## src/hdl/signed_word_alu_with_overflow_assert.svh

```systemverilog
// assertion macros for the signed word alu
`ifndef SIGNED_WORD_ALU_WITH_OVERFLOW_ASSERT_SVH
`define SIGNED_WORD_ALU_WITH_OVERFLOW_ASSERT_SVH
// checks that an implication holds on every edge outside reset
`define SWA_ASSERT(label, prop, msg) \
  label: assert property (@(posedge clk) disable iff (rst) (prop)) else $error(msg);
// checks an implication regardless of reset
`define SWA_ASSERT_ALWAYS(label, prop, msg) \
  label: assert property (@(posedge clk) (prop)) else $error(msg);
`endif

```

## src/hdl/swalu_pkg.sv

```systemverilog
`timescale 1ns / 1ps
package swalu_pkg;
  localparam int unsigned DataW = 32;
  localparam int unsigned CmdW = 5;
  localparam int unsigned ErrW = 2;
  localparam int unsigned StageCnt = DataW + 2;
  localparam logic [5:0] CountMask = 6'h3f;

  typedef enum logic [CmdW-1:0] {
    CMD_ADD = 5'd0, CMD_SUB = 5'd1, CMD_MUL = 5'd2, CMD_DIV = 5'd3,
    CMD_AND = 5'd4, CMD_OR = 5'd5, CMD_XOR = 5'd6, CMD_SLA = 5'd7,
    CMD_SLL = 5'd8, CMD_SRA = 5'd9, CMD_SRL = 5'd10, CMD_EQ = 5'd11,
    CMD_NE = 5'd12, CMD_LE = 5'd13, CMD_LT = 5'd14, CMD_GE = 5'd15,
    CMD_GT = 5'd16
  } cmd_t;

  typedef enum logic [ErrW-1:0] {
    ERR_NONE = 2'd0, ERR_HIGH = 2'd1, ERR_LOW = 2'd2
  } err_t;

  // work travelling down the divider pipe alongside each word
  typedef struct packed {
    logic [CmdW-1:0]  cmd;
    logic [DataW-1:0] simple;   // result of logic, shift and compare commands
    logic [ErrW-1:0]  simple_err;
    logic [63:0]      exact;    // sign-extended add/sub/mul result
    logic             quot_neg;
    logic             div_zero;
  } side_t;
endpackage

```

## src/hdl/swalu_div_stage.sv

```systemverilog
`timescale 1ns / 1ps
// one restoring step of the unsigned divider, one quotient bit per stage
module swalu_div_stage (
  input  logic clk,
  input  logic rst,
  input  logic en,
  input  logic in_valid,
  input  swalu_pkg::side_t in_side,
  input  logic [swalu_pkg::DataW-1:0] in_rem,
  input  logic [swalu_pkg::DataW-1:0] in_quo,
  input  logic [swalu_pkg::DataW-1:0] in_div,
  output logic out_valid,
  output swalu_pkg::side_t out_side,
  output logic [swalu_pkg::DataW-1:0] out_rem,
  output logic [swalu_pkg::DataW-1:0] out_quo,
  output logic [swalu_pkg::DataW-1:0] out_div
);
  import swalu_pkg::*;

  logic [DataW:0] trial;
  logic [DataW:0] shifted;

  // quo holds remaining dividend bits at the top, quotient bits fill below
  assign shifted = {in_rem, in_quo[DataW-1]};
  assign trial = shifted - {1'b0, in_div};

  always_ff @(posedge clk) begin
    if (rst) begin
      out_valid <= 1'b0;
    end else if (en) begin
      out_valid <= in_valid;
    end
    if (en) begin
      out_side <= in_side;
      out_div <= in_div;
      if (!trial[DataW]) begin
        out_rem <= trial[DataW-1:0];
        out_quo <= {in_quo[DataW-2:0], 1'b1};
      end else begin
        out_rem <= shifted[DataW-1:0];
        out_quo <= {in_quo[DataW-2:0], 1'b0};
      end
    end
  end
endmodule

```

## config.mk

```make
export PLATFORM = sky130hd
export DESIGN_NAME = swalu_div_stage
export DESIGN_NICKNAME = d
export VERILOG_FILES = /design/src/hdl/signed_word_alu_with_overflow_assert.svh /design/src/hdl/swalu_pkg.sv /design/src/hdl/swalu_div_stage.sv
export SDC_FILE = /design/constraint.sdc
export NUM_CORES = 1
export LEC_CHECK = 0
export BUFFER_PORTS_ARGS = -buffer_cell sky130_fd_sc_hd__buf_2
export CORE_AREA = 2 2 160 162
export CTS_CLUSTER_SIZE = 24
export DETAILED_ROUTE_END_ITERATION = 6
export DIE_AREA = 0 0 162 164
export PLACE_DENSITY = 0.64
export REMOVE_ABC_BUFFERS = 1
export SKIP_CTS_REPAIR_TIMING = 1
export SLEW_MARGIN = 40
export SYNTH_ARGS = -nofsm -noshare
export SYNTH_HDL_FRONTEND = slang
export SYNTH_SLANG_ARGS = --single-unit
export TNS_END_PERCENT = 30
```

## constraint.sdc

```tcl
create_clock -name clk -period 7.5 [get_ports clk]
set_input_delay 0.375 -clock clk [delete_from_list [all_inputs] [get_ports clk]]
set_output_delay 0.375 -clock clk [all_outputs]
set_load 0.02 [all_outputs]
```

# Word level (Yosys, flattened, before mapping)
# Cells that the tools add are included.
[totals] ff_bits=202 inputBits=205 output_inout_bits=202 elab_cells=13
[classes] addsub=1 n_mux=2
[ops] operator="$sub A33 B32 Y33" count=1
[ops] operator="$mux W32" count=1
[ops] operator="$mux W1" count=1

# Logic depth before layout (Yosys ltp)
# Gate-level depths: netlist of the first run.
[logic_depth] ltp_word=2 mapped_depth=12 depth_no_buf=11

# Worst setup path after synthesis of the first run
# No wires, ideal clock.
[synth_timing] kind="input to register" start="input port in_quo[31] in the netlist's numbering" end="register out_rem[10] in the netlist's numbering (data pin)" setup_time_ps=260 arrival_time_ps=2649 required_time_ps=7240 setup_slack_ps=4591 stages=12 path_buffers=1 cell_sequence="inv_1 -> ha_1 -> fa_1 -> nand2b_1 -> a21oi_1 -> o211ai_1 -> a21oi_1 -> o31a_2 -> mux2i_1 -> nor2_2 -> buf_6 -> mux2_4"
[synth_via] elab_chain_cells=2
[synth_lines] element="start: declaration" line="swalu_div_stage.sv:10" text="input logic [swalu_pkg::DataW-1:0] in_quo,"
[synth_lines] element="$sub A33 B32 Y33" line="swalu_div_stage.sv:25" text="assign trial = shifted - {1'b0, in_div};"
[synth_lines] element="$mux W32" line="swalu_div_stage.sv:36" text="if (!trial[DataW]) begin"
[synth_lines] element="end signal: assignment" line="swalu_div_stage.sv:37" text="out_rem <= trial[DataW-1:0];"
[synth_lines] element="end signal: assignment" line="swalu_div_stage.sv:40" text="out_rem <= shifted[DataW-1:0];"
[synth_lines] element="end: declaration" line="swalu_div_stage.sv:14" text="output logic [swalu_pkg::DataW-1:0] out_rem,"
# No other way between the ends.
# A chain may end at the register's enable or synchronous reset.

# Worst setup path in the final report of the first run
[layout_timing] start="input port in_quo[31] in the netlist's numbering" end="register out_rem[2] in the netlist's numbering (data pin)"
# The elaborated chain is that of the path after synthesis.

==> key figures, run 1 <==
Worst setup path
  • CP Data Arrival Time: 3.50 ns
  • Crit-path cells: buf_2 -> inv_1 -> ha_1 -> fa_1 -> nand2b_1 -> a21oi_1 -> o211ai_1 -> a21oi_1 -> o31a_2 -> mux2i_1 -> nor2_4 -> buf_4 -> mux2_2
  • Cell family with most CP delay: compound AO/OA/AOI/OAI gates
  • Required @ worst endpoint: 7.75 ns
  • Crit-path max cell delay: 0.50 ns
  • Worst r2r path cells: 2
  • CP Launch Type: input pin
  • Crit path max-delay cell type: buf_4
  • Levels on crit path: 13
  • Worst Setup End Kind: register
  • Top cell by count, worst path: a21oi_1
  • CP Max Fanout: 24
  • Worst setup path class: in -> reg
  • CP bufs+invs: 3

Job
  • Max-cap viol count: 0

Timing
  • Hold Vio Cnt, Final: 0
  • Setup ws final: 4.26 ns
  • Crit path time final: 3.24 ns
  • Max_slew headroom: 50.3%
  • Fmax: 0.309 GHz
  • Setup TNS: 0 ns
  • Setup-failing EPs final: 0
  • Slew Viols, Final: 0
  • Crit share post-route: 43.2%
  • Final setup skew: 0 ns
  • Tightest Pin Transition: 0.746 ns
  • RSZ-0062 raised after global routing: no

Synth
  • Area leader, netlist: edfxtp_1
  • Number of synthesized flops with an enable pin: 201
  • Yosys reg bits: 202
  • Synthesized area: 8560 sq um
  • Unique masters post-synth: 50
  • Top post-synthesis cells by area: edfxtp_1 70%, ha_1 4.7%, mux2_4 4.4%
  • Post-synthesis sequential area ratio: 70.7%
  • Top cell type's share of synthesized area: 70.5%
  • Post-Synthesis Cells: 548
  • Main flop type after synthesis: edfxtp_1
  • Post-synth ARST share: 0%
  • Yosys warnings: 0
  • Mean Syn Cell Area: 15.6 sq um

CTS
  • Clock root buffer: clkbuf_16
  • CTS tree: yes
  • H-tree levels: 1
  • Max clock buf depth: 3
  • Skew-Pair Late Insertion Delay: 0.50 ns
  • TritonCTS sink count: 202
  • CTS Buf Count: 24
  • CTS clk-pin slew, worst paths: 0.06 ns

Layout
  • Area growth syn-to-layout: 37.1%
  • Nets: 1209
  • Layout cells sized above 1: 48.4%
  • Final core utilization: 47.3%
  • Design Area, Final: 11700 sq um

Place
  • Pre-CTS setup slack: 3.68 ns
  • Placed inst area: 11000 sq um
  • Port bufs: 406
  • GP Congestion: 0.863
  • Detailed placement HPWL: 21000 microns

Floorplanning
  • Core ar.: 24800 sq um
  • Die ar.: 26600 sq um
  • I/O pins: 407
  • Die width: 162 microns
  • Die H: 164 microns
  • Initial Util: 34.5%
  • Row count: 58

Outcome
  • Status: finished clean

Global route
  • First-pass GRT wire length: 37400 microns
  • Initial antenna violation count: 6
  • Grt ovf: 0
  • Largest net degree at the start of global routing: 127
  • Vias in the first global route: 6142
  • GRT Util Overall: 18.9%

Power and ir drop
  • Power Density: 263 nW/um^2
  • Peak VDD IR: 0.000160 V
  • Static Leakage: 5.25 nW
  • Total power: 3.09 mW

Min path
  • Worst min-delay path class: in -> reg
  • Cells on Worst Hold Path: 2

Routing
  • Avg WL per Cell: 20.6 microns
  • Iter 0 DRT Violations: 509
  • Vias per cell: 4.77
  • Total Wirelength: 27100 microns
  • Routed vias: 6289
  • DRC: 0
  • Drt pass-1 iters: 7
  • Antenna Nets Post-Route: 0
state kept, by name, indices dropped and copies added (netlist names):
signal / cells
out_rem: 32
out_side: 105
out_div: 32
out_quo: 32
out_valid: 1
routing by layer:
layer,part of all wire [%],up-vias,global-route usage [%]
met5,0.033,-,0
met4,2.7,2,5.55
met3,9.4,49,4.97
met2,50,279,33.1
met1,38,3036,23.0
li1,-,2923,-
layout make-up:
| cell class | count | area, sq um |
|---|---|---|
| fill | 2282 | 13100 |
| clock buffer | 34 | 689 |
| tap | 330 | 413 |
| sequential | 202 | 6060 |
| clock inverter | 8 | 68.8 |
| timing repair buffer | 408 | 2070 |
| inverter | 38 | 143 |
| multi-input combinational | 297 | 2300 |
| antenna | 2 | 5.00 |
path summary, 6_finish.rpt:
kind,startpoint,endpoint,slack (ns)
hold reg to reg,out_valid,out_valid,0.50
setup reg to reg,out_valid,out_valid,6.91
setup / recovery,in_quo[31],out_rem[2],4.26
hold / removal,rst,out_valid,0.02
cell families (layout without fill, tap and decap cells):
group	after synthesis	after routing	share of synthesized area, %
flops	202	202	70.7
other cells	0	2	0
simple gates	100	100	6.02
mux	34	34	5.48
buf+inv	49	488	2.53
xor+xnor	23	23	2.35
compound gates	107	107	7.99
fa+ha+maj	33	33	4.91
stage by stage:
| step | hold WS [ns] | cells |
|---|---|---|
| floorplan | 0.447 | 537 |
| global placement | 0.472 | 1275 |
| detailed placement | 0.487 | 1275 |
| CTS | -0.00517 | 1317 |
| global route | 0.0128 | 1317 |
| finish | 0.0187 | 1319 |
cell usage in the layout (no fill, tap or decap), types with 8 or more instances in the layout:
master	count
nand2_1	27
xnor2_1	13
edfxtp_1	201
o21ai_0	17
buf_2	405
mux2_4	25
clkbuf_16	26
ha_1	32
nand3_1	10
a21oi_1	38
nand2b_1	8
nor2_1	19
a21o_1	18
inv_1	38
xor2_1	10
Yosys cell counts (all sizes together) (8+ instances only):
| cell | number |
|---|---|
| a21o | 18 |
| a21oi | 39 |
| edfxtp | 201 |
| ha | 32 |
| inv | 38 |
| mux2 | 28 |
| nand2 | 27 |
| nand2b | 8 |
| nand3 | 10 |
| nor2 | 20 |
| o21ai | 18 |
| xnor2 | 13 |
| xor2 | 10 |
power breakdown:
group / switching [mW] / total (mW) / leakage (nW) / internal [mW]
Clock: 0.443 / 1.11 / 0.368 / 0.670
Combinational: 0.360 / 0.588 / 2.90 / 0.228
Sequential: 0.0260 / 1.39 / 1.98 / 1.37
No activity file was read; power rests on OpenSTA's default activity.
==> run 2, diff against run 1 <==
==> constraint.sdc (replaced) <==
create_clock -name clk -period 3.3 [get_ports clk]
set_input_delay 0.165 -clock clk [delete_from_list [all_inputs] [get_ports clk]]
set_output_delay 0.165 -clock clk [all_outputs]
set_load 0.02 [all_outputs]
==> run 2 against run 1 <==
Against the previous run: the run now ends with negative hold slack left; core utilization grew 8.7 points; sequential share of layout area shrank 8.0 points; setup slack lost 4.0 ns; non-clock buffer count grew 205; critical endpoint is now out_rem[31]; highest routed layer unchanged.
==> key figures, run 2 (synthesized netlist as in run 1, its figures left out) <==
Min path
  • Worst min-delay path class: in -> reg (unchanged)

Routing
  • Drt pass-1 iters: 4 (was 7)
  • Avg WL per Cell: 20.5 microns (was 20.6 microns)
  • Antenna Nets Post-Route: 0 (unchanged)
  • Routed vias: 7390 (was 6289)
  • Iter 0 DRT Violations: 519 (was 509)
  • DRC: 0 (unchanged)
  • Vias per cell: 4.84 (was 4.77)
  • Total Wirelength: 31200 microns (was 27100 microns)

Timing
  • Slew Viols, Final: 0 (unchanged)
  • Hold Slack: -0.00168 ns (was 0.0187 ns)
  • Crit path time final: 3.07 ns
  • Final setup skew: 0 ns (unchanged)
  • Tightest Pin Transition: 0.500 ns (was 0.746 ns)
  • Max_slew headroom: 66.5% (was 50.3%)
  • RSZ-0062 raised after global routing: no (unchanged)
  • Fmax: 0.326 GHz
  • Hold Vio Cnt, Final: 1 (was 0)
  • Crit share post-route: 93.1%
  • Setup-failing EPs final: 0 (unchanged)
  • Setup TNS: 0 ns (unchanged)

Place
  • Placed inst area: 11100 sq um (was 11000 sq um)
  • Placed insts: 1282 (was 1275)
  • Detailed placement HPWL: 21400 microns (was 21000 microns)
  • GP Congestion: 0.851 (was 0.863)
  • Port bufs: 406 (unchanged)

Power and ir drop
  • Static Leakage: 6.17 nW (was 5.25 nW)
  • Power Density: 546 nW/um^2 (was 263 nW/um^2)
  • Total power: 7.60 mW (was 3.09 mW)
  • Peak VDD IR: 0.000414 V (was 0.000160 V)

Worst setup path
  • CP Data Arrival Time: 3.33 ns (was 3.50 ns)
  • R2r startpoint: out_valid (unchanged)
  • Required @ worst endpoint: 3.56 ns (was 7.75 ns)
  • CP Launch Type: input pin (unchanged)
  • Top cell by count, worst path: a21oi_1 (unchanged)
  • Crit-path max cell delay: 0.53 ns (was 0.50 ns)
  • CP Max Fanout: 17 (was 24)
  • R2R Path End: out_valid (unchanged)
  • Worst r2r path cells: 3 (was 2)
  • Setup crit start: in_div[0] (was in_quo[31])
  • Worst Setup End Kind: register (unchanged)
  • Worst setup path class: in -> reg (unchanged)
  • Worst R2R Setup Slack: 2.14 ns (was 6.91 ns)
  • Crit path max-delay cell type: dlygate4sd3_1 (was buf_4)
  • Crit-path cells: dlygate4sd3_1 -> buf_2 -> ha_1 -> fa_1 -> nand2b_1 -> a21oi_1 -> o211ai_1 -> a21oi_1 -> o31a_2 -> mux2i_1 -> nor2_4 -> buf_12 -> mux2_2 (was buf_2 -> inv_1 -> ha_1 -> fa_1 -> nand2b_1 -> a21oi_1 -> o211ai_1 -> a21oi_1 -> o31a_2 -> mux2i_1 -> nor2_4 -> buf_4 -> mux2_2)
  • Worst Setup EP: out_rem[31] (was out_rem[2])

Floorplanning
  • Die ar.: 26600 sq um (unchanged)
  • Die width: 162 microns (unchanged)
  • Die H: 164 microns (unchanged)
  • Core ar.: 24800 sq um (unchanged)
  • Row count: 58 (unchanged)
  • I/O pins: 407 (unchanged)
  • Initial Util: 34.5% (unchanged)

CTS
  • Max clock buf depth: 3 (unchanged)
  • Skew-Pair Late Insertion Delay: 0.52 ns (was 0.50 ns)
  • CTS tree: yes (unchanged)
  • TritonCTS sink count: 202 (unchanged)
  • CTS Buf Count: 24 (unchanged)
  • H-tree levels: 1 (unchanged)
  • Clock root buffer: clkbuf_16 (unchanged)
  • CTS clk-pin slew, worst paths: 0.05 ns (was 0.06 ns)

Global route
  • Grt ovf: 0 (unchanged)
  • First-pass GRT wire length: 38000 microns (was 37400 microns)
  • Initial antenna violation count: 5 (was 6)
  • GRT Util Overall: 19.3% (was 18.9%)
  • Vias in the first global route: 6058 (was 6142)
  • Largest net degree at the start of global routing: 101 (was 127)

Layout
  • Commonest non-fill, non-tap cell in the layout: buf_2 (unchanged)
  • Area growth syn-to-layout: 62.5% (was 37.1%)
  • Top reg by flops: out_side (unchanged)
  • Non-Filler Instances: 1527 (was 1319)
  • Most frequent cells in the layout: 405 x buf_2, 201 x edfxtp_1, 197 x dlygate4sd3_1, 38 x inv_1, 38 x a21oi_1 (was 405 x buf_2, 201 x edfxtp_1, 38 x inv_1, 38 x a21oi_1, 32 x ha_1)
  • Design Area, Final: 13900 sq um (was 11700 sq um)
  • Max reg flops: 105 (unchanged)
  • Layout cells sized above 1: 40.9% (was 48.4%)
  • Nets: 1414 (was 1209)
  • Final core utilization: 56.1% (was 47.3%)

Outcome
  • Status: finished with violations (was finished clean)
  • Failing checks: negative hold slack

Job
  • Max-cap viol count: 0 (unchanged)
run 2: cell types whose count changed in the layout (fill, tap and decap cells not counted), moves of 3 or more:
cell           change
bufinv_16          +4
dlygate4sd3_1    +197
clkbuf_1           -5
buf_4              +5
buf_12             +3
clkinv_1           +5
clkinv_2           -3
run 2: area by class of cell:
cell class	instances	area, sq um
repair buffers	613	4150
diodes	3	7.51
well taps	330	413
multi-input cells	297	2300
clock buffers	25	604
clock inverters	19	248
flip-flops and latches	202	6060
fillers	2025	10900
inverters	38	143
run 2: worst min-delay path by stage:
stage	cells past startpoint	startpoint	end	slack [ns]
after floorplan	1	rst	out_valid	0.24
final	2	in_rem[30]	out_rem[31]	-0.002
after global routing	2	in_rem[30]	out_rem[31]	0.0004
after global placement	2	rst	out_valid	0.32
after CTS	2	rst	out_valid	-0.23
after detailed placement	2	rst	out_valid	0.34
run 2: power breakdown:
part	switching (mW)	internal (mW)
logic	0.891	0.692
registers	0.0684	3.10
clock network	1.11	1.74
run 2: worst max-delay path, delay by kind of cell:
family                   cells  cell delay, ns
multiplexers                 2            0.47
AO/OA/AOI/OAI                4            0.84
buffers and inverters        3            0.87
AND/OR/NAND/NOR              2            0.37
adder cells (fa/ha/maj)      2            0.63
run 2: metrics by stage:
| stage | setup slack (ns) | hold WS (ns) |
|---|---|---|
| floorplan | -0.356 | 0.237 |
| global placement | 0.288 | 0.324 |
| detailed placement | 0.251 | 0.337 |
| CTS | 0.774 | -0.228 |
| global route | 0.0915 | 0.000407 |
| finish | 0.229 | -0.00168 |
run 2: per-layer routing:
metal	up-vias	share of wire [%]	GRT usage, %
li1	3347	-	-
met1	3581	38	22.7
met2	367	50	33.5
met3	91	7.9	6.41
met4	4	4.4	6.15
met5	-	0.090	0
==> run 3, diff against run 2 <==
--- a/config.mk
+++ b/config.mk
@@ -5,7 +5,7 @@
 export SDC_FILE = /design/constraint.sdc
 export NUM_CORES = 1
 export LEC_CHECK = 0
-export BUFFER_PORTS_ARGS = -buffer_cell sky130_fd_sc_hd__buf_2
+export BUFFER_PORTS_ARGS = -buffer_cell sky130_fd_sc_hd__buf_4
 export CORE_AREA = 2 2 160 162
 export CTS_CLUSTER_SIZE = 24
 export DETAILED_ROUTE_END_ITERATION = 6
==> run 3 against run 2 <==
Against the previous run: the flow now finishes without violations; global-route usage increased by 0.44 points; critical path depth unchanged; sequential power about the same; core utilization increased by 3.7 points; largest cell class unchanged.
==> key figures, run 3 (synthesized netlist as in run 1, its figures left out) <==
Layout
  • Area growth syn-to-layout: 73.2% (was 62.5%)
  • Fillers: 1926 (was 2025)
  • Top reg by flops: out_side (unchanged)
  • Design Area, Final: 14800 sq um (was 13900 sq um)
  • Layout cells sized above 1: 40.3% (was 40.9%)
  • Max reg flops: 105 (unchanged)
  • Final core utilization: 59.8% (was 56.1%)
  • Nets: 1413 (was 1414)
  • Commonest non-fill, non-tap cell in the layout: buf_4 (was buf_2)
  • Most frequent cells in the layout: 410 x buf_4, 201 x edfxtp_1, 199 x dlygate4sd3_1, 38 x inv_1, 38 x a21oi_1 (was 405 x buf_2, 201 x edfxtp_1, 197 x dlygate4sd3_1, 38 x inv_1, 38 x a21oi_1)

Worst setup path
  • CP Launch Type: input pin (unchanged)
  • Cell family with most CP delay: buffers and inverters (unchanged)
  • Worst setup path class: in -> reg (unchanged)
  • Crit-path max cell delay: 0.54 ns (was 0.53 ns)
  • Worst Setup End Kind: register (unchanged)
  • Required @ worst endpoint: 3.57 ns (was 3.56 ns)
  • Crit-path cells: dlygate4sd3_1 -> buf_4 -> ha_1 -> fa_1 -> nand2b_1 -> a21oi_1 -> o211ai_1 -> a21oi_1 -> o31a_2 -> mux2i_1 -> nor2_4 -> buf_4 -> mux2_4 (was dlygate4sd3_1 -> buf_2 -> ha_1 -> fa_1 -> nand2b_1 -> a21oi_1 -> o211ai_1 -> a21oi_1 -> o31a_2 -> mux2i_1 -> nor2_4 -> buf_12 -> mux2_2)
  • CP bufs+invs: 3 (unchanged)
  • CP Data Arrival Time: 3.36 ns (was 3.33 ns)
  • Crit path max-delay cell type: dlygate4sd3_1 (unchanged)
  • CP Max Fanout: 9 (was 17)

Global route
  • First-pass GRT wire length: 38700 microns (was 38000 microns)
  • Largest net degree at the start of global routing: 79 (was 101)
  • Grt ovf: 0 (unchanged)
  • Vias in the first global route: 6034 (was 6058)
  • Initial antenna violation count: 4 (was 5)
  • GRT Util Overall: 19.8% (was 19.3%)

CTS
  • CTS Buf Count: 24 (unchanged)
  • Max clock buf depth: 3 (unchanged)
  • CTS clk-pin slew, worst paths: 0.06 ns (was 0.05 ns)
  • Clock root buffer: clkbuf_16 (unchanged)
  • TritonCTS sink count: 202 (unchanged)
  • CTS tree: yes (unchanged)
  • H-tree levels: 1 (unchanged)
  • Skew-Pair Late Insertion Delay: 0.52 ns (about the same)

Timing
  • Slew Viols, Final: 0 (unchanged)
  • Crit path time final: 3.09 ns (was 3.07 ns)
  • Setup ws final: 0.207 ns (was 0.229 ns)
  • Max_slew headroom: 54.2% (was 66.5%)
  • Setup TNS: 0 ns (unchanged)
  • Crit share post-route: 93.7% (was 93.1%)
  • Hold Vio Cnt, Final: 0 (was 1)
  • Final setup skew: 0 ns (unchanged)
  • Tightest Pin Transition: 0.687 ns (was 0.500 ns)
  • RSZ-0062 raised after global routing: no (unchanged)
  • Setup-failing EPs final: 0 (unchanged)
  • Fmax: 0.323 GHz (was 0.326 GHz)

Power and ir drop
  • Total power: 7.67 mW (was 7.60 mW)
  • Power Density: 517 nW/um^2 (was 546 nW/um^2)
  • Peak VDD IR: 0.000370 V (was 0.000414 V)
  • Net Sw Frac: 26.6% (was 27.2%)
  • Clock power frac: 35.4% (was 37.5%)
  • Sequential share of power: 41.5% (was 41.7%)
  • Internal power: 5.63 mW (was 5.53 mW)
  • Static Leakage: 6.48 nW (was 6.17 nW)
  • Switching Power: 2.04 mW (was 2.07 mW)
  • Comb pwr share: 23.1% (was 20.8%)

Floorplanning
  • Die width: 162 microns (unchanged)
  • Core ar.: 24800 sq um (unchanged)
  • Die ar.: 26600 sq um (unchanged)
  • I/O pins: 407 (unchanged)
  • Initial Util: 34.5% (unchanged)
  • Row count: 58 (unchanged)
  • Die H: 164 microns (unchanged)

Routing
  • Routed vias: 7223 (was 7390)
  • Total Wirelength: 31800 microns (was 31200 microns)
  • Drt pass-1 iters: 5 (was 4)
  • Antenna Nets Post-Route: 0 (unchanged)
  • DRC: 0 (unchanged)
  • Iter 0 DRT Violations: 515 (was 519)
  • Avg WL per Cell: 20.8 microns (was 20.5 microns)
  • Vias per cell: 4.74 (was 4.84)

Job
  • Max-cap viol count: 0 (unchanged)

Min path
  • Worst min-delay path class: in -> reg (unchanged)

Place
  • Pre-CTS setup slack: 0.227 ns (was 0.251 ns)
  • Port bufs: 406 (unchanged)
  • Detailed placement HPWL: 22000 microns (was 21400 microns)
  • Placed inst area: 12000 sq um (was 11100 sq um)
  • GP Congestion: 0.868 (was 0.851)

Outcome
  • Status: finished clean (was finished with violations)
[run 3: cell count changes in the layout (fill, tap and decap cells not counted), sizes merged]
cell         before  now
clkbuf           26   32
buf             415  412
clkinv           10    7
inv              41   38
dlygate4sd3     197  199
bufinv            5    4
clkinvlp          1    0
diode             3    4
[run 3: metal layers]
metal / vias to the layer above / part of all wire (%) / GRT usage [%]
li1: 3339 / - / -
met1: 3481 / 39 / 24.4
met2: 324 / 50 / 34.2
met3: 77 / 7.0 / 5.23
met4: 2 / 3.6 / 5.83
met5: - / 0.038 / 0
[run 3: metrics by stage]
step / instances / hold slack [ns]
after floorplan: 537 / 0.237
after global placement: 1280 / 0.326
after detailed placement: 1280 / 0.328
after CTS: 1322 / -0.219
after global routing: 1524 / 0.0219
final: 1525 / 0.000348
[run 3: cell type report]
cell class	instances	area [sq um]	area share [%]
Sequential cell	202	6060	40.8
Multi-Input combinational cell	297	2300	15.5
Clock buffer	31	627	4.23
Antenna cell	4	10.0	0.0675
Inverter	38	143	0.962
Clock inverter	11	166	1.12
Tap cell	330	413	2.78
Timing Repair Buffer	612	5120	34.5
[run 3: worst paths after layout]
| kind | startpoint | end | slack (ns) | cells past startpoint |
|---|---|---|---|---|
| max | in_div[0] | out_rem[28] | 0.21 | 13 |
| min | in_quo[31] | out_rem[0] | 0.0003 | 3 |
| max reg2reg | out_valid | out_valid | 2.16 | 3 |
| min reg2reg | out_valid | out_valid | 1.08 | 3 |
[run 3: power by group through the flow]
stage | Combinational, mW | Sequential [mW] | Clock, mW
6_report | 1.77 | 3.18 | 2.72
5_1_grt | 1.87 | 3.20 | 2.87
4_1_cts | 1.56 | 3.18 | 2.76
3_5_place_dp | 1.55 | 3.23 | 0
3_3_place_gp | 1.53 | 3.22 | 0
2_1_floorplan | 0.472 | 3.53 | 0
[run 3: worst reg2reg max path, delay by kind of cell, from the launching register on]
family                 cells  cell delay [ns]
DFF                        1             0.32
and+or+nand+nor            1             0.05
muxes                      1             0.12
buffers and inverters      1             0.54
